===== config.mk =====
export PLATFORM = sky130hd
export DESIGN_NAME = byte_budget_lru_cache_core
export DESIGN_NICKNAME = d
export VERILOG_FILES = /design/src/rtl/bblru_pkg.sv /design/src/rtl/bblru_ram.sv /design/src/rtl/bblru_cfg.sv /design/src/rtl/bblru_ctrl.sv /design/src/rtl/byte_budget_lru_cache_core.sv
export SDC_FILE = /design/constraint.sdc
export NUM_CORES = 2
export LEC_CHECK = 0
export ABC_AREA = 1
export BUFFER_PORTS_ARGS = -buffer_cell sky130_fd_sc_hd__buf_4
export CAP_MARGIN = 15
export CELL_PAD_IN_SITES_DETAIL_PLACEMENT = 1
export CELL_PAD_IN_SITES_GLOBAL_PLACEMENT = 2
export CORE_UTILIZATION = 43
export CTS_CLUSTER_SIZE = 24
export DETAILED_ROUTE_END_ITERATION = 8
export HOLD_SLACK_MARGIN = 0.15
export PLACE_DENSITY = 0.81
export SLEW_MARGIN = 30
export SYNTH_ARGS = -nofsm -noshare
export SYNTH_HDL_FRONTEND = slang
export SYNTH_HIERARCHICAL = 1
export SYNTH_SLANG_ARGS = --single-unit

===== constraint.sdc =====
create_clock -name clk -period 13 [get_ports clk]
set_input_delay 0 -clock clk [delete_from_list [all_inputs] [get_ports clk]]
set_output_delay 0 -clock clk [all_outputs]
set_load 0.005 [all_outputs]

===== src/rtl/bblru_pkg.sv =====
// shared constants, word types and state codes of the byte budget lru cache
package bblru_pkg;

    localparam int ENTRIES  = 16;
    localparam int IDX_W    = $clog2(ENTRIES);
    localparam int CNT_W    = $clog2(ENTRIES + 1);

    localparam int MODE_W   = 2;
    localparam int KIND_W   = 2;
    localparam int KEY_W    = 32;
    localparam int SIZE_W   = 24;
    localparam int HANDLE_W = 32;
    localparam int TOTAL_W  = 32;

    localparam int APB_ADDR_W = 3;
    localparam int APB_DATA_W = 32;
    localparam int REG_IDX_W  = APB_ADDR_W - 2;

    localparam logic [MODE_W-1:0] MODE_LOOKUP = MODE_W'(0);
    localparam logic [MODE_W-1:0] MODE_INSERT = MODE_W'(1);
    localparam logic [MODE_W-1:0] MODE_CLEAR  = MODE_W'(2);
    localparam logic [MODE_W-1:0] MODE_TRIM   = MODE_W'(3);

    localparam logic [KIND_W-1:0] KIND_LOOKUP  = KIND_W'(0);
    localparam logic [KIND_W-1:0] KIND_REMOVED = KIND_W'(1);
    localparam logic [KIND_W-1:0] KIND_DONE    = KIND_W'(2);

    localparam logic [REG_IDX_W-1:0] REG_MAX_BYTES   = REG_IDX_W'(0);
    localparam logic [TOTAL_W-1:0]   MAX_BYTES_RESET = '1;

    typedef struct packed {
        logic [MODE_W-1:0]   mode;
        logic [KEY_W-1:0]    frame_number;
        logic [SIZE_W-1:0]   frame_bytes;
        logic [HANDLE_W-1:0] frame_handle;
    } in_word_t;

    typedef struct packed {
        logic [KIND_W-1:0]   kind;
        logic                hit;
        logic [KEY_W-1:0]    key_out;
        logic [HANDLE_W-1:0] handle_out;
        logic [TOTAL_W-1:0]  total_bytes;
        logic                last;
    } out_word_t;

    typedef struct packed {
        logic [KEY_W-1:0]    key;
        logic [SIZE_W-1:0]   size;
        logic [HANDLE_W-1:0] handle;
    } entry_t;

    localparam int ENTRY_W = $bits(entry_t);

    typedef struct packed {
        logic             re;
        logic [IDX_W-1:0] raddr;
        logic             we;
        logic [IDX_W-1:0] waddr;
        entry_t           wdata;
    } ram_req_t;

    typedef struct packed {
        logic      valid;
        out_word_t word;
    } res_t;

    typedef enum logic [2:0] {
        ST_IDLE,
        ST_FIND,
        ST_ROT,
        ST_FLUSH,
        ST_PLACE,
        ST_TRIM_CHK,
        ST_TRIM_EV
    } state_t;

endpackage


===== src/rtl/bblru_ram.sv =====
// generic simple dual-port ram with registered read
module bblru_ram #(
    parameter int WIDTH = 8,
    parameter int DEPTH = 16
) (
    input  logic                     clk,
    input  logic                     we,
    input  logic [$clog2(DEPTH)-1:0] waddr,
    input  logic [WIDTH-1:0]         wdata,
    input  logic                     re,
    input  logic [$clog2(DEPTH)-1:0] raddr,
    output logic [WIDTH-1:0]         rdata
);

    logic [WIDTH-1:0] mem [DEPTH];

    always_ff @(posedge clk)
    begin
        if (we)
        begin
            mem[waddr] <= wdata;
        end
        if (re)
        begin
            rdata <= mem[raddr];
        end
    end

endmodule


===== src/rtl/bblru_cfg.sv =====
// apb register bank holding the byte budget
module bblru_cfg (
    input  logic                               clk,
    input  logic                               rst_n,
    input  logic                               psel,
    input  logic                               penable,
    input  logic                               pwrite,
    input  logic [bblru_pkg::APB_ADDR_W-1:0]   paddr,
    input  logic [bblru_pkg::APB_DATA_W-1:0]   pwdata,
    output logic [bblru_pkg::APB_DATA_W-1:0]   prdata,
    output logic                               pready,
    output logic [bblru_pkg::TOTAL_W-1:0]      max_bytes
);
    import bblru_pkg::*;

    logic [TOTAL_W-1:0]   max_bytes_reg;
    logic [REG_IDX_W-1:0] reg_idx;
    logic                 wr_en;

    assign pready  = 1'b1;
    assign reg_idx = paddr[APB_ADDR_W-1:2];
    assign wr_en   = psel && penable && pwrite && pready && (reg_idx == REG_MAX_BYTES);

    always_ff @(posedge clk or negedge rst_n)
    begin
        if (!rst_n)
        begin
            max_bytes_reg <= MAX_BYTES_RESET;
        end
        else if (wr_en)
        begin
            max_bytes_reg <= pwdata[TOTAL_W-1:0];
        end
    end

    // unmapped addresses read as zero
    assign prdata    = (reg_idx == REG_MAX_BYTES) ? APB_DATA_W'(max_bytes_reg) : '0;
    assign max_bytes = max_bytes_reg;

endmodule


===== src/rtl/bblru_ctrl.sv =====
// sequencer walking the recency-ordered entry memory
module bblru_ctrl (
    input  logic                          clk,
    input  logic                          rst_n,
    input  logic                          start,
    input  bblru_pkg::in_word_t           cmd,
    output logic                          busy,
    input  logic [bblru_pkg::TOTAL_W-1:0] max_bytes,
    output bblru_pkg::ram_req_t           ram_req,
    input  logic [bblru_pkg::ENTRY_W-1:0] ram_rdata,
    output bblru_pkg::res_t               res
);
    import bblru_pkg::*;

    state_t             state_reg, state_next;
    in_word_t           cmd_reg, cmd_next;
    entry_t             ent_reg, ent_next;
    logic [IDX_W-1:0]   pos_reg, pos_next;
    logic               grow_reg, grow_next;
    logic [CNT_W-1:0]   count_reg, count_next;
    logic [TOTAL_W-1:0] total_reg, total_next;
    logic               wr_pend_reg, wr_pend_next;
    logic [IDX_W-1:0]   wr_addr_reg, wr_addr_next;

    entry_t             rd_ent;
    logic [CNT_W-1:0]   cnt_m1;
    logic [IDX_W-1:0]   last_pos;
    logic               full;
    logic               match;
    logic [TOTAL_W-1:0] total_less;
    logic               rot_go;
    logic [IDX_W-1:0]   rot_r;

    function automatic out_word_t make_word(
        input logic [KIND_W-1:0]   kind,
        input logic                hit,
        input logic [KEY_W-1:0]    key,
        input logic [HANDLE_W-1:0] handle,
        input logic [TOTAL_W-1:0]  total,
        input logic                last
    );
        out_word_t w;
        w.kind        = kind;
        w.hit         = hit;
        w.key_out     = key;
        w.handle_out  = handle;
        w.total_bytes = total;
        w.last        = last;
        return w;
    endfunction

    assign rd_ent     = entry_t'(ram_rdata);
    assign cnt_m1     = count_reg - CNT_W'(1);
    assign last_pos   = cnt_m1[IDX_W-1:0];
    assign full       = (count_reg == CNT_W'(ENTRIES));
    assign match      = (rd_ent.key == cmd_reg.frame_number);
    assign total_less = total_reg - TOTAL_W'(rd_ent.size);
    assign busy       = (state_reg != ST_IDLE);

    always_ff @(posedge clk or negedge rst_n)
    begin
        if (!rst_n)
        begin
            state_reg   <= ST_IDLE;
            count_reg   <= '0;
            total_reg   <= '0;
            grow_reg    <= 1'b0;
            wr_pend_reg <= 1'b0;
            pos_reg     <= '0;
            wr_addr_reg <= '0;
        end
        else
        begin
            state_reg   <= state_next;
            count_reg   <= count_next;
            total_reg   <= total_next;
            grow_reg    <= grow_next;
            wr_pend_reg <= wr_pend_next;
            pos_reg     <= pos_next;
            wr_addr_reg <= wr_addr_next;
        end
    end

    always_ff @(posedge clk)
    begin
        cmd_reg <= cmd_next;
        ent_reg <= ent_next;
    end

    always_comb
    begin
        state_next   = state_reg;
        cmd_next     = cmd_reg;
        ent_next     = ent_reg;
        pos_next     = pos_reg;
        grow_next    = grow_reg;
        count_next   = count_reg;
        total_next   = total_reg;
        wr_pend_next = wr_pend_reg;
        wr_addr_next = wr_addr_reg;
        ram_req      = '0;
        res          = '0;
        rot_go       = 1'b0;
        rot_r        = '0;

        unique case (state_reg)
            ST_IDLE:
            begin
                if (start)
                begin
                    cmd_next  = cmd;
                    grow_next = 1'b0;
                    ent_next  = '{key: cmd.frame_number, size: cmd.frame_bytes,
                                  handle: cmd.frame_handle};
                    unique case (cmd.mode)
                        MODE_LOOKUP:
                        begin
                            if (count_reg == '0)
                            begin
                                res.valid = 1'b1;
                                res.word  = make_word(KIND_LOOKUP, 1'b0, cmd.frame_number,
                                                      '0, total_reg, 1'b1);
                            end
                            else
                            begin
                                ram_req.re    = 1'b1;
                                ram_req.raddr = '0;
                                pos_next      = '0;
                                state_next    = ST_FIND;
                            end
                        end
                        MODE_INSERT:
                        begin
                            if (count_reg == '0)
                            begin
                                grow_next  = 1'b1;
                                state_next = ST_PLACE;
                            end
                            else
                            begin
                                ram_req.re    = 1'b1;
                                ram_req.raddr = '0;
                                pos_next      = '0;
                                state_next    = ST_FIND;
                            end
                        end
                        MODE_CLEAR, MODE_TRIM:
                        begin
                            state_next = ST_TRIM_CHK;
                        end
                    endcase
                end
            end

            ST_FIND:
            begin
                // rd_ent holds the entry at recency position pos_reg
                priority if (match)
                begin
                    rot_go = 1'b1;
                    rot_r  = pos_reg;
                    res.valid = 1'b1;
                    if (cmd_reg.mode == MODE_LOOKUP)
                    begin
                        ent_next = rd_ent;
                        res.word = make_word(KIND_LOOKUP, 1'b1, cmd_reg.frame_number,
                                             rd_ent.handle, total_reg, 1'b1);
                    end
                    else
                    begin
                        // duplicate key leaves before the new word goes in
                        total_next = total_less;
                        res.word   = make_word(KIND_REMOVED, 1'b0, rd_ent.key,
                                               rd_ent.handle, total_less, 1'b0);
                    end
                end
                else if (pos_reg == last_pos)
                begin
                    if (cmd_reg.mode == MODE_LOOKUP)
                    begin
                        res.valid  = 1'b1;
                        res.word   = make_word(KIND_LOOKUP, 1'b0, cmd_reg.frame_number,
                                               '0, total_reg, 1'b1);
                        state_next = ST_IDLE;
                    end
                    else if (full)
                    begin
                        // full table gives up its least recent entry
                        rot_go     = 1'b1;
                        rot_r      = pos_reg;
                        total_next = total_less;
                        res.valid  = 1'b1;
                        res.word   = make_word(KIND_REMOVED, 1'b0, rd_ent.key,
                                               rd_ent.handle, total_less, 1'b0);
                    end
                    else
                    begin
                        rot_go    = 1'b1;
                        rot_r     = count_reg[IDX_W-1:0];
                        grow_next = 1'b1;
                    end
                end
                else
                begin
                    ram_req.re    = 1'b1;
                    ram_req.raddr = pos_reg + IDX_W'(1);
                    pos_next      = pos_reg + IDX_W'(1);
                end
            end

            ST_ROT:
            begin
                // read position pos_reg, write back the previous one a slot later
                ram_req.re    = 1'b1;
                ram_req.raddr = pos_reg;
                if (wr_pend_reg)
                begin
                    ram_req.we    = 1'b1;
                    ram_req.waddr = wr_addr_reg;
                    ram_req.wdata = rd_ent;
                end
                wr_pend_next = 1'b1;
                wr_addr_next = pos_reg + IDX_W'(1);
                if (pos_reg == '0)
                begin
                    state_next = ST_FLUSH;
                end
                else
                begin
                    pos_next = pos_reg - IDX_W'(1);
                end
            end

            ST_FLUSH:
            begin
                ram_req.we    = 1'b1;
                ram_req.waddr = wr_addr_reg;
                ram_req.wdata = rd_ent;
                wr_pend_next  = 1'b0;
                state_next    = ST_PLACE;
            end

            ST_PLACE:
            begin
                ram_req.we    = 1'b1;
                ram_req.waddr = '0;
                ram_req.wdata = ent_reg;
                if (grow_reg)
                begin
                    count_next = count_reg + CNT_W'(1);
                end
                if (cmd_reg.mode == MODE_INSERT)
                begin
                    total_next = total_reg + TOTAL_W'(cmd_reg.frame_bytes);
                    state_next = ST_TRIM_CHK;
                end
                else
                begin
                    state_next = ST_IDLE;
                end
            end

            ST_TRIM_CHK:
            begin
                if ((count_reg != '0) &&
                    ((cmd_reg.mode == MODE_CLEAR) || (total_reg > max_bytes)))
                begin
                    ram_req.re    = 1'b1;
                    ram_req.raddr = last_pos;
                    state_next    = ST_TRIM_EV;
                end
                else
                begin
                    res.valid  = 1'b1;
                    res.word   = make_word(KIND_DONE, 1'b0, '0, '0, total_reg, 1'b1);
                    state_next = ST_IDLE;
                end
            end

            ST_TRIM_EV:
            begin
                total_next = total_less;
                count_next = cnt_m1;
                res.valid  = 1'b1;
                res.word   = make_word(KIND_REMOVED, 1'b0, rd_ent.key, rd_ent.handle,
                                       total_less, 1'b0);
                state_next = ST_TRIM_CHK;
            end

            default:
            begin
                state_next = ST_IDLE;
            end
        endcase

        // move positions rot_r-1 .. 0 down by one, then place the word at the front
        if (rot_go)
        begin
            wr_pend_next = 1'b0;
            if (rot_r == '0)
            begin
                state_next = ST_PLACE;
            end
            else
            begin
                pos_next   = rot_r - IDX_W'(1);
                state_next = ST_ROT;
            end
        end
    end

endmodule


===== src/rtl/byte_budget_lru_cache_core.sv =====
// top level of the byte budget lru cache: register bank, sequencer, entry memory, result stage
// a lookup answers when the walk finds the key or reaches the last entry; on a hit the block
//   stays busy past the end of the search to move the entry to the front
// one command at a time: the walk through the entry memory takes one position per cycle,
//   and each eviction passes through a check state and an eviction state
// results are shown for one cycle each; the receiver cannot stall them
// reset: async, empties the cache and sets max_bytes to all ones; no clearing pass
module byte_budget_lru_cache_core (
    input  logic                             clk,
    input  logic                             rst_n,
    // command side
    input  logic                             start,
    input  bblru_pkg::in_word_t              cmd,
    output logic                             busy,
    // result side
    output logic                             result_valid,
    output bblru_pkg::out_word_t             result,
    // configuration
    input  logic                             psel,
    input  logic                             penable,
    input  logic                             pwrite,
    input  logic [bblru_pkg::APB_ADDR_W-1:0] paddr,
    input  logic [bblru_pkg::APB_DATA_W-1:0] pwdata,
    output logic [bblru_pkg::APB_DATA_W-1:0] prdata,
    output logic                             pready
);
    import bblru_pkg::*;

    logic [TOTAL_W-1:0] max_bytes;
    ram_req_t           ram_req;
    logic [ENTRY_W-1:0] ram_rdata;
    res_t               res;

    logic               result_valid_reg;
    out_word_t          result_reg;

    // byte budget register, read back over apb
    bblru_cfg u_cfg (
        .clk       (clk),
        .rst_n     (rst_n),
        .psel      (psel),
        .penable   (penable),
        .pwrite    (pwrite),
        .paddr     (paddr),
        .pwdata    (pwdata),
        .prdata    (prdata),
        .pready    (pready),
        .max_bytes (max_bytes)
    );

    // the sequencer owns entry count and byte total; the memory is indexed by
    // recency position, most recent at position 0, so no slot map is needed
    bblru_ctrl u_ctrl (
        .clk       (clk),
        .rst_n     (rst_n),
        .start     (start),
        .cmd       (cmd),
        .busy      (busy),
        .max_bytes (max_bytes),
        .ram_req   (ram_req),
        .ram_rdata (ram_rdata),
        .res       (res)
    );

    // one word per recency position: key, size and handle side by side;
    // positions at or past the entry count are never read, so no initialisation
    bblru_ram #(
        .WIDTH (ENTRY_W),
        .DEPTH (ENTRIES)
    ) u_ram (
        .clk   (clk),
        .we    (ram_req.we),
        .waddr (ram_req.waddr),
        .wdata (ram_req.wdata),
        .re    (ram_req.re),
        .raddr (ram_req.raddr),
        .rdata (ram_rdata)
    );

    // result stage: each word is held for exactly one cycle
    always_ff @(posedge clk or negedge rst_n)
    begin
        if (!rst_n)
        begin
            result_valid_reg <= 1'b0;
        end
        else
        begin
            result_valid_reg <= res.valid;
        end
    end

    always_ff @(posedge clk)
    begin
        result_reg <= res.word;
    end

    assign result_valid = result_valid_reg;
    assign result       = result_reg;

endmodule


==> out/qor.txt <==
Layout Nets - 9365
Final period utilization - 0.486
Hold path depth - 5
Commonest non-fill, non-tap cell in the layout - nand2_1
FF-to-FF setup slack - 6.68 ns
RSZ-0062 raised after global routing - no
RePlAce Congestion - 0.868
Synth Area in Compound Gates - 0.0341
Post-synthesis cell type count - 60
CP cell instances - inv_1 -> ha_1 -> nand2_1 -> nor2_1 -> nand4_1 -> nor4_2 -> nand3b_1 -> nand2_1 -> nand2_1 -> nand3_1 -> inv_1 -> nand2_1 -> nand3_4 -> inv_8 -> buf_4 -> buf_4 -> nand3_1 -> nand3_1 -> nand2_1
P per Cell Area - 242 nW/um^2
Routed len/inst - 23.6 um
CP max-delay cell - buf_4
Number of DRC markers in iteration 0 - 4915
GRT met1 Usage - 0.375
Pwr Total - 23.6 mW
Inserted Clock Buffers - 200
Critical path required time - 13.59 ns
Yosys reg bits - 1825
Hold path start - cmd[89]
FF-to-FF Start - u_cfg/max_bytes[31]
Clock transition at the registers of the reported paths - 0.06 ns
CP Depth - 19
Register area share after synthesis - 0.643
CTS tree - done
Startpoint types - flip-flop
Post-synthesis xor/xnor area fraction - 0.00443
Clock insertion delay at the later pin of the skew report - 0.87 ns
Synth Instances - 8597
Total Wirelength - 280000 um
Primary FF master, synth - edfxtp_1
Starting density of the core - 0.435
Clock period minus worst slack - 6.32 ns
Setup TNS Final - 0 ns
Core area - 191000 um^2
Static Leak - 42.5 nW
Fin worst setup slack - 6.68 ns
Fin area - 97700 um^2
All-Layer GR Usage - 0.284
PortBufs - 262
Status - completed
Ys Warns - 6
Layer with the highest usage - met2
Hold Slack - 0.189 ns
Portion of total power attributed to combinational logic - 0.421
Final Hold Viols - 0
Clk pwr share - 0.241
Reg2reg end - u_ram/rdata[49]
Sequential fraction of design power - 0.338
GRT Residual Overflow - 0
Multiplexer share of the synthesized area - 0
Final Setup Violations - 0
Most frequent CP cell - nand2_1
Fmax - 0.158 GHz
Internal power - 13.5 mW
Synth area leaders - edfxtp_1 59%, nand2_1 13%, nand3_1 7.3%, inv_1 6.3%, dfxtp_1 2.4%
Most frequent cells in the layout - 2766 x nand2_1, 1642 x edfxtp_1, 1391 x inv_1
Max-cap check violation count - 0
Setup Buffers After CTS - 0
Met2 Usage GRT - 0.490
First-pass iteration count of the detailed router - 5
Synth Area per Inst - 9.66 um^2
Initial antenna violation count - 6
# rows - 160
Maximum fanout along the worst path - 83
Setup Skew - 0.0399 ns
Synth area leader - edfxtp_1
Crit path buf inv count - 5
Largest family of logic cells by synthesized area - simple AND/OR/NAND/NOR gates
Antenna Nets Post-Route - 0
Sw power - 10.1 mW
Met3 usage - 0.0368
Vias in the first global route - 65870
CTS HTree Levels - 4
Worst IR Drop VDD - 0.000263 V
Sw Share - 0.427
Max-slew violation count - 0
Crit-path leading delay family - buffers and inverters
Simple-Gate Fraction of Synth Area - 0.217
Clk sinks - 1825
Dpl cell area - 88100 um^2
Relative slew slack - 0.303
Die width - 442 um
Reg2Reg Depth - 19
CTS max path bufs - 3
Adder-cell area share of the yosys netlist - 0.0134
Drt via density - 5.36
Post-Syn Area - 83100 um^2
DP HPWL - 158000 um
Number of I/O pins - 266
Crit end category - flip-flop
Syn-to-layout area delta - 17.7%
DP Worst Slack - 6.69 ns
Via count - 63376
Number of flip-flops in the largest register - 1408
Largest stage delay, worst path - 0.87 ns
Hold crit path type - in2reg
# resized after CTS - 0
Root Buffer - clkbuf_16
Worst slew pin tran - 1.05 ns
DRC viols - 0
Die area - 195000 um^2
Share of the synthesized area in the top cell type - 0.594
Crit Path Class - reg2reg
Largest net degree at the start of global routing - 178
Worst Hold Endpoint - u_ctrl/grow_reg
Share of post-route cells with drive strength above 1 - 0.0935
Post-synth EDFFs - 1642
First-pass GRT wire length - 414000 um
Async SR Flop Fraction - 0.0455
Die Y-Extent - 442 um
Crit path arrival time - 6.91 ns
Mapped Nets - 8816
-- power groups by stage --
stage | logic [mW] | clock network [mW] | registers, mW
final | 9.95 | 5.68 | 7.99
after global routing | 11.0 | 5.98 | 8.03
after CTS | 9.95 | 5.77 | 7.98
after detailed placement | 9.78 | 0 | 8.10
after global placement | 9.50 | 0 | 8.08
after floorplan | 6.51 | 0 | 7.94
-- cell families (layout without fill, tap and decap cells) --
group,Yosys count,count (layout)
flip-flops,1825,1825
AND/OR/NAND/NOR,4311,4311
adder cells (fa/ha/maj),88,88
buffers and inverters,1828,2546
other,1,5
XOR/XNOR,42,42
AO/OA/AOI/OAI,502,502
-- synthesized netlist by cell type, types with 15 or more instances --
master and count:
a21oi_1 96, buf_1 46, buf_2 213, clkbuf_1 119
dfrtp_1 51, dfstp_2 32, dfxtp_1 100, edfxtp_1 1642
ha_1 86, inv_1 1395, inv_2 28, nand2_1 2766
nand3_1 1217, nand4_1 17, nor2_1 206, nor3_1 47
o21ai_0 290, o21ai_1 20, o221ai_1 32, or2_2 15
xnor2_1 19, xor2_1 23
-- worst max path at each step --
stage,to,start
detailed placement,u_ram/rdata[49],u_cfg/max_bytes[31]
finish,u_ram/rdata[49],u_cfg/max_bytes[31]
global placement,u_ram/rdata[49],u_cfg/max_bytes[31]
global route,u_ram/rdata[49],u_cfg/max_bytes[31]
floorplan,u_ctrl/ent_reg[0],u_ctrl/state_reg[1]
CTS,u_ram/rdata[49],u_cfg/max_bytes[31]
-- cell type report --
class,instances,area (um^2)
fillers,21124,93200
inverters,1425,5390
repair buffers,750,6660
clock inverters,101,1050
flip-flops and latches,1825,53400
well taps,2511,3140
multi-input cells,4944,22600
diodes,4,10.0
clock buffers,270,5440
-- metal layers --
metal,vias to the layer above,part of all wire,wire length (um)
met5,-,0,0
li1,29032,-,-
met2,1737,0.49,138000
met4,0,0.024,6790
met3,403,0.054,15000
met1,32204,0.43,120000
-- timing repair --
item / 4_1_cts / 5_1_grt
endpoints found under the setup margin: 0 / 0
hold endpoints to repair: 406 / 0
hold buffers: 313 / 0
-- worst register-to-register path: stages (launching register included) --
cell and delay, ns:
dfstp_2 0.55, inv_1 0.15, ha_1 0.34, nand2_1 0.07
nor2_1 0.16, nand4_1 0.18, nor4_2 0.34, nand3b_1 0.12
nand2_1 0.10, nand2_1 0.07, nand3_1 0.21, inv_1 0.15
nand2_1 0.15, nand3_4 0.53, inv_8 0.83, buf_4 0.95
buf_4 0.73, nand3_1 0.16, nand3_1 0.14, nand2_1 0.12
-- through the flow --
stage / std cells / utilization
detailed placement: 11141 / 0.461
floorplan: 8597 / -
finish: 11830 / 0.512
CTS: 11825 / 0.512
global route: 11830 / 0.512
global placement: 11133 / 0.460
(Power assumes the default switching activity.)
